[src/rtl/core/qrn_pkg.sv]
// ----------------------------------------------------------------------------
// qrn_pkg
// Shared types and constants of the quaternion rotate and normalize core.
// ----------------------------------------------------------------------------
package qrn_pkg;

  // normalized magnitudes carry their leading one at this bit
  localparam int NORM_TOP  = 29;
  localparam int NORM_W    = NORM_TOP + 1;
  // sum of four squared normalized magnitudes, and its integer root
  localparam int SQ_W      = 2 * NORM_W + 2;
  localparam int ROOT_W    = SQ_W / 2;

  localparam int CFG_IDX_W = 4;

  typedef enum logic [CFG_IDX_W-1:0] {
    REG_ROT_W = 4'd0,
    REG_ROT_X = 4'd1,
    REG_ROT_Y = 4'd2,
    REG_ROT_Z = 4'd3
  } cfg_reg_t;

  // per-word control that rides along the pipeline
  typedef struct packed {
    logic       vld;
    logic       sel;
    logic       last;
    logic       zero;
    logic [3:0] neg;
  } qrn_ctl_t;

endpackage

[src/rtl/core/qrn_norm.sv]
// ----------------------------------------------------------------------------
// qrn_norm
// Magnitudes, staged common left normalization, squares and their sum.
// ----------------------------------------------------------------------------
module qrn_norm #(
  parameter int CB = 16,
  parameter int FB = 14
) (
  input  logic                         clk,
  input  logic                         rst_n,
  input  logic                         en,
  input  qrn_pkg::qrn_ctl_t            ctl_i,
  input  logic [4*CB-1:0]              pass_i,
  input  logic [4*(2*CB-FB+2)-1:0]     r_i,
  output qrn_pkg::qrn_ctl_t            ctl_o,
  output logic [4*CB-1:0]              pass_o,
  output logic [4*qrn_pkg::NORM_W-1:0] mag_o,  // w, x, y, z from the lowest bit
  output logic [qrn_pkg::SQ_W-1:0]     n_o
);
  import qrn_pkg::*;

  localparam int RW  = 2 * CB - FB + 2;
  localparam int MW  = RW - 1;
  localparam int PW  = (MW > NORM_W) ? MW : NORM_W;
  localparam int PAD = PW - MW;
  localparam int NST = $clog2(PW);

  logic [RW-1:0]         rl [4];
  logic [RW-1:0]         ra [4];
  logic [PW-1:0]         w0 [4];
  logic [PW-1:0]         or0;
  qrn_ctl_t              ctl0;

  logic [PW-1:0]         sh_r [0:NST][4];
  logic [PW-1:0]         or_r [0:NST];
  qrn_ctl_t              sc_r [0:NST];
  logic [4*CB-1:0]       sp_r [0:NST];

  logic [NORM_W-1:0]     top [4];
  logic [2*NORM_W-1:0]   sq_r [4];
  logic [NORM_W-1:0]     mq_r [4];
  qrn_ctl_t              cq_r;
  logic [4*CB-1:0]       pq_r;

  logic [SQ_W-1:0]       n_r;
  logic [NORM_W-1:0]     mn_r [4];
  qrn_ctl_t              cn_r;
  logic [4*CB-1:0]       pn_r;

  always_comb begin
    or0  = '0;
    ctl0 = ctl_i;
    for (int a = 0; a < 4; a++) begin
      rl[a] = r_i[a*RW +: RW];
      ra[a] = rl[a][RW-1] ? (RW'(0) - rl[a]) : rl[a];
      // park the magnitude at the top so one left normalization serves both
      // the up and down shift cases
      w0[a] = PW'(ra[a][MW-1:0]) << PAD;
      or0   = or0 | w0[a];
      ctl0.neg[a] = rl[a][RW-1];
    end
    ctl0.zero = (or0 == '0);
  end

  always_ff @(posedge clk) begin
    if (!rst_n) begin
      sc_r[0] <= '0;
    end else if (en) begin
      sc_r[0] <= ctl0;
    end
  end

  always_ff @(posedge clk) begin
    if (en) begin
      sp_r[0] <= pass_i;
      or_r[0] <= or0;
      for (int a = 0; a < 4; a++) begin
        sh_r[0][a] <= w0[a];
      end
    end
  end

  // one binary step of the leading-one search per stage, widest first
  for (genvar g = 1; g <= NST; g++) begin : g_shift
    localparam int AMT = 1 << (NST - g);
    logic hit;
    assign hit = (or_r[g-1][PW-1 -: AMT] == '0);

    always_ff @(posedge clk) begin
      if (!rst_n) begin
        sc_r[g] <= '0;
      end else if (en) begin
        sc_r[g] <= sc_r[g-1];
      end
    end

    always_ff @(posedge clk) begin
      if (en) begin
        sp_r[g] <= sp_r[g-1];
        or_r[g] <= hit ? (or_r[g-1] << AMT) : or_r[g-1];
        for (int a = 0; a < 4; a++) begin
          sh_r[g][a] <= hit ? (sh_r[g-1][a] << AMT) : sh_r[g-1][a];
        end
      end
    end
  end

  always_comb begin
    for (int a = 0; a < 4; a++) begin
      top[a] = sh_r[NST][a][PW-1 -: NORM_W];
    end
  end

  always_ff @(posedge clk) begin
    if (!rst_n) begin
      cq_r <= '0;
      cn_r <= '0;
    end else if (en) begin
      cq_r <= sc_r[NST];
      cn_r <= cq_r;
    end
  end

  always_ff @(posedge clk) begin
    if (en) begin
      pq_r <= sp_r[NST];
      pn_r <= pq_r;
      for (int a = 0; a < 4; a++) begin
        sq_r[a] <= top[a] * top[a];
        mq_r[a] <= top[a];
        mn_r[a] <= mq_r[a];
      end
      n_r <= (SQ_W'(sq_r[0]) + SQ_W'(sq_r[1])) + (SQ_W'(sq_r[2]) + SQ_W'(sq_r[3]));
    end
  end

  always_comb begin
    for (int a = 0; a < 4; a++) begin
      mag_o[a*NORM_W +: NORM_W] = mn_r[a];
    end
  end

  assign n_o    = n_r;
  assign ctl_o  = cn_r;
  assign pass_o = pn_r;

endmodule

[config.mk]
export PLATFORM = sky130hd
export DESIGN_NAME = qrn_norm
export DESIGN_NICKNAME = d
export VERILOG_FILES = /design/src/rtl/core/qrn_pkg.sv /design/src/rtl/core/qrn_norm.sv
export SDC_FILE = /design/constraint.sdc
export NUM_CORES = 2
export LEC_CHECK = 0
export ABC_AREA = 1
export BUFFER_PORTS_ARGS = -buffer_cell sky130_fd_sc_hd__buf_2
export CORE_MARGIN = 10
export CORE_UTILIZATION = 45
export CTS_CLUSTER_SIZE = 20
export DETAILED_ROUTE_END_ITERATION = 6
export SYNTH_ARGS = -nofsm -noshare
export SYNTH_HDL_FRONTEND = slang
export SYNTH_SLANG_ARGS = --single-unit
[constraint.sdc]
create_clock -name clk -period 8.42 [get_ports clk]
set_clock_uncertainty 0.1 [all_clocks]
set_input_delay 0.842 -clock clk [delete_from_list [all_inputs] [get_ports clk]]
set_output_delay 0.842 -clock clk [all_outputs]
set_load 0.01 [all_outputs]
==> report_table.html <==
<table>
<tr><th>Metric</th><th>Value</th></tr>
<tr><th colspan="2">Worst setup path</th></tr>
<tr><td>Slack of the worst reg-to-reg path</td><td>1.19 ns</td></tr>
<tr><td>Signal arrival time at the worst endpoint</td><td>7.65 ns</td></tr>
<tr><td>Depth of the most critical reg-to-reg path</td><td>23</td></tr>
<tr><td>Type of the worst setup path</td><td>reg2reg</td></tr>
<tr><td>Worst reg2reg startpoint</td><td>sh_r[2][201]$_DFFE_PP_</td></tr>
<tr><td>Nature of the critical path endpoint</td><td>flop</td></tr>
<tr><td>CP Launch Type</td><td>flop</td></tr>
<tr><td>Worst-path fanout max</td><td>17</td></tr>
<tr><td>Critical path origin</td><td>sh_r[2][201]$_DFFE_PP_</td></tr>
<tr><td>Required time at the worst-slack endpoint</td><td>8.84 ns</td></tr>
<tr><td>Worst r2r dst</td><td>sq_r[1][50]$_DFFE_PP_</td></tr>
<tr><th colspan="2">Timing</th></tr>
<tr><td>Final worst path period need</td><td>7.23 ns</td></tr>
<tr><td>Setup_tns</td><td>0 ns</td></tr>
<tr><td>Worst hold slack</td><td>0.0825 ns</td></tr>
<tr><td>Finish-stage setup viols</td><td>0</td></tr>
<tr><td>Remaining max-slew budget at the tightest pin</td><td>~25%</td></tr>
<tr><td>Hold Violations, Final</td><td>0</td></tr>
<tr><td>Max Freq</td><td>around 140 MHz</td></tr>
<tr><td>Number of max-slew violations in the final report</td><td>0</td></tr>
<tr><td>Share of the clock period used by the worst path</td><td>between 80% and 90%</td></tr>
<tr><td>Worst Tran Pin Value</td><td>about 1.1 ns</td></tr>
<tr><td>Setup repair after global routing missed its margin</td><td>no</td></tr>
<tr><th colspan="2">Global route</th></tr>
<tr><td>Number of antenna violations at the first check in global routing</td><td>5</td></tr>
<tr><td>Largest net degree at the start of global routing</td><td>approximately 190</td></tr>
<tr><td>Vias in the first global route</td><td>63077</td></tr>
<tr><td>Overflow left after global routing</td><td>0</td></tr>
<tr><td>Wire length of the first global-routing pass</td><td>342000 um</td></tr>
<tr><td>Overall global routing resource usage</td><td>18.1%</td></tr>
<tr><th colspan="2">Hold path</th></tr>
<tr><td>Worst hold path class</td><td>in2reg</td></tr>
<tr><td>Worst hold path endpoint</td><td>sp_r[0][52]$_DFFE_PP_</td></tr>
<tr><td>Startpoint of the lowest-slack hold path</td><td>pass_i[52]</td></tr>
<tr><td>Cells on Worst Hold Path</td><td>1</td></tr>
<tr><th colspan="2">Yosys</th></tr>
<tr><td>Seq/Total Area, Yosys</td><td>a little over two fifths</td></tr>
<tr><td>Fraction of registers with async set/reset</td><td>0%</td></tr>
<tr><td>Compound-gate portion of the synthesized area</td><td>under 10%</td></tr>
<tr><td>Synthesized-area fraction occupied by xor and xnor cells</td><td>around 2.0%</td></tr>
<tr><td>Most frequently used cell type in the post-synthesis netlist</td><td>inv_1</td></tr>
<tr><td>Synthesized-area fraction occupied by adder cells</td><td>between 30% and 40%</td></tr>
<tr><td>Share of the synthesized area in the top cell type</td><td>42.5%</td></tr>
<tr><td>Netlist area before placement</td><td>98600 um2</td></tr>
<tr><td>Synthesized flop and latch total</td><td>1413</td></tr>
<tr><td>Cells taking the most area after synthesis</td><td>edfxtp_1, fa_1, ha_1</td></tr>
<tr><td>Number of distinct library cells after synthesis</td><td>55</td></tr>
<tr><td>Commonest cells post-synth</td><td>inv_1, nand2_1, edfxtp_1</td></tr>
<tr><td>Main combinational cell family by area after synthesis</td><td>adder cells</td></tr>
<tr><td>Simple-gate area share of the yosys netlist</td><td>9.46%</td></tr>
<tr><td>Multiplexer area fraction after synthesis</td><td>0.0571%</td></tr>
<tr><td>Cell taking the most area after synthesis</td><td>edfxtp_1</td></tr>
<tr><td>YS warnings</td><td>0</td></tr>
<tr><td>Number of standard cells after synthesis</td><td>9126</td></tr>
<tr><td>Dominant synthesized flop cell</td><td>edfxtp_1</td></tr>
<tr><td>EDFF count, synth</td><td>1397</td></tr>
<tr><td>Average footprint of a synthesized cell</td><td>approximately 11 um2</td></tr>
<tr><th colspan="2">Cells and area</th></tr>
<tr><td>Count of filler cells inserted in the layout</td><td>19509</td></tr>
<tr><td>Fraction of final layout cells sized beyond drive strength 1</td><td>7.19%</td></tr>
<tr><td>Synthesis-to-layout area growth</td><td>10.2%</td></tr>
<tr><td>Post-layout net count</td><td>11487</td></tr>
<tr><th colspan="2">Floorplan</th></tr>
<tr><td>Area of the core</td><td>218000 um2</td></tr>
<tr><td>Initial standard-cell utilization of the core</td><td>45.3%</td></tr>
<tr><td>Die Area</td><td>238000 um2</td></tr>
<tr><td>Vert. Die Dim</td><td>488 um</td></tr>
<tr><td>Top-level I/O count</td><td>409</td></tr>
<tr><td>Std cell rows</td><td>171</td></tr>
<tr><td>Die Span X</td><td>between 400 and 500 um</td></tr>
<tr><th colspan="2">Clock network</th></tr>
<tr><td>Number of clock buffers inserted by TritonCTS</td><td>157</td></tr>
<tr><td>H-tree levels</td><td>4</td></tr>
<tr><td>Clk Tree Root Cell</td><td>clkbuf_16</td></tr>
<tr><td>Clock tree from TritonCTS</td><td>done</td></tr>
<tr><td>Post-CTS Setup Bufs</td><td>0</td></tr>
<tr><td>Post-CTS Resized</td><td>0</td></tr>
<tr><td>Maximum root-to-sink buffer count</td><td>3</td></tr>
<tr><td>Sink Count</td><td>1413</td></tr>
<tr><td>Clock Latency Late Sink</td><td>0.82 ns</td></tr>
<tr><td>Clock-pin slew on the worst setup and hold paths</td><td>0.06 ns</td></tr>
<tr><th colspan="2">Drt</th></tr>
<tr><td>Per-cell routed wire length</td><td>between 15 and 20 um</td></tr>
<tr><td>Final wirelength</td><td>between 200000 and 250000 um</td></tr>
<tr><td>Starting DRT DRC Count</td><td>3920</td></tr>
<tr><td>Post-detailed-route count of antenna-violating nets</td><td>0</td></tr>
<tr><td>Via density per instance</td><td>4.81</td></tr>
<tr><td>Via total after detailed routing</td><td>between 50000 and 60000</td></tr>
<tr><td>Drt pass-1 iters</td><td>6</td></tr>
<tr><td>DRC</td><td>0</td></tr>
<tr><th colspan="2">Place</th></tr>
<tr><td>Total of buffers placed on input and output ports</td><td>337</td></tr>
<tr><td>GP Congestion</td><td>0.922</td></tr>
<tr><td>HPWL after DPL</td><td>roughly 170000 um</td></tr>
<tr><th colspan="2">Run</th></tr>
<tr><td>Maximum Capacitance Violations</td><td>0</td></tr>
<tr><th colspan="2">Outcome</th></tr>
<tr><td>Outcome</td><td>finished, final reports clean</td></tr>
</table>
-- state kept, by name, summed over array words and instances (netlist names) --
signal  count
pass_o     64
sc_r       48
mn_r       76
n_o        40
mq_r       72
or_r       45
pq_r       64
ctl_o       8
sp_r      384
sh_r      456
cq_r        8
sq_r      148
-- how the worst max path moves through the flow --
stage,slack [ns],endpoint
detailed placement,1.17,sq_r[1][51]$_DFFE_PP_
finish,1.19,sq_r[1][50]$_DFFE_PP_
floorplan,1.91,sq_r[2][57]$_DFFE_PP_
global route,0.78,sq_r[1][51]$_DFFE_PP_
CTS,1.11,sq_r[1][51]$_DFFE_PP_
global placement,1.26,sq_r[2][57]$_DFFE_PP_
-- cell type report --
class                           instances  area [um2]  share of cell area, %
Multi-Input combinational cell       5212       46700                   43.0
Sequential cell                      1413       42300                   38.9
Inverter                             2246        8430                   7.76
Clock buffer                          190        4050                   3.73
Tap cell                             2854        3570                   3.29
Timing Repair Buffer                  450        2700                   2.49
Clock inverter                         91         956                  0.880
Antenna cell                            2        5.00                0.00461
-- logic make-up after synthesis --
kind of cell,after synthesis
AOI/OAI and AO/OA,717
xor gates and xnor gates,222
adders and majority gates,1852
buffers and inverters,2566
DFF,1413
muxes,5
other,1
and+or+nand+nor,2350
-- critical path, cell delays in order (launching register included) --
cell and delay, ns:
edfxtp_1 1.07, buf_4 0.28, nand2_1 0.05, inv_1 0.11, fa_1 0.45, fa_1 0.53, inv_1 0.06, fa_1 0.51
inv_1 0.06, fa_1 0.51, inv_1 0.06, fa_1 0.48, fa_1 0.50, inv_1 0.04, ha_1 0.26, ha_1 0.28
ha_1 0.34, nand2_1 0.11, o21ai_0 0.25, a21oi_1 0.10, o21ai_1 0.24, a21boi_1 0.16, o21ai_0 0.23, xor2_1 0.11
-- metal layers --
metal,track usage (%),vias to the layer above,wire length [um]
met2,29.9,1299,102000
li1,-,29006,-
met3,3.24,304,11700
met1,24.5,29348,93900
met5,0,-,18
met4,5.11,2,5400
-- cells in the final DEF (no fill, tap or decap), drive strengths merged, types with 6 or more instances in the layout --
cell         synthesis  layout
inv               2245    2257
nand2             1542    1542
edfxtp            1397    1397
fa                1066    1066
ha                 786     786
nor2               562     562
buf                136     424
o21ai              310     310
a21oi              296     296
clkbuf             184     190
xor2               157     157
nand3              142     142
clkinv               1      67
conb                 1      66
xnor2               65      65
a21o                36      36
nand4               32      32
dlygate4sd3          0      26
nor3                24      24
o21bai              19      19
nand3b              16      16
dfxtp               16      16
nor4                16      16
or2                 14      14
a31oi               13      13
o21a                10      10
o211ai               8       8
clkinvlp             0       7
bufinv               0       6
-- timing repair --
action / 4_1_cts / 5_1_grt
hold endpoints to repair: 26 / 0
hold buffers: 26 / 0
setup endpoints to repair: 0 / 0
-- metrics by stage --
stage,utilization [%],cells,setup WS (ns),area [um2]
2_1_floorplan,-,9191,1.91,98900
3_3_place_gp,47.5,12149,1.26,103000
3_5_place_dp,47.5,12149,1.17,103000
4_1_cts,49.9,12456,1.11,109000
5_1_grt,49.9,12456,0.779,109000
6_report,49.9,12458,1.19,109000
Power is not shown: default switching activity piles up to over one toggle a cycle in this logic, so the estimate is an artifact.
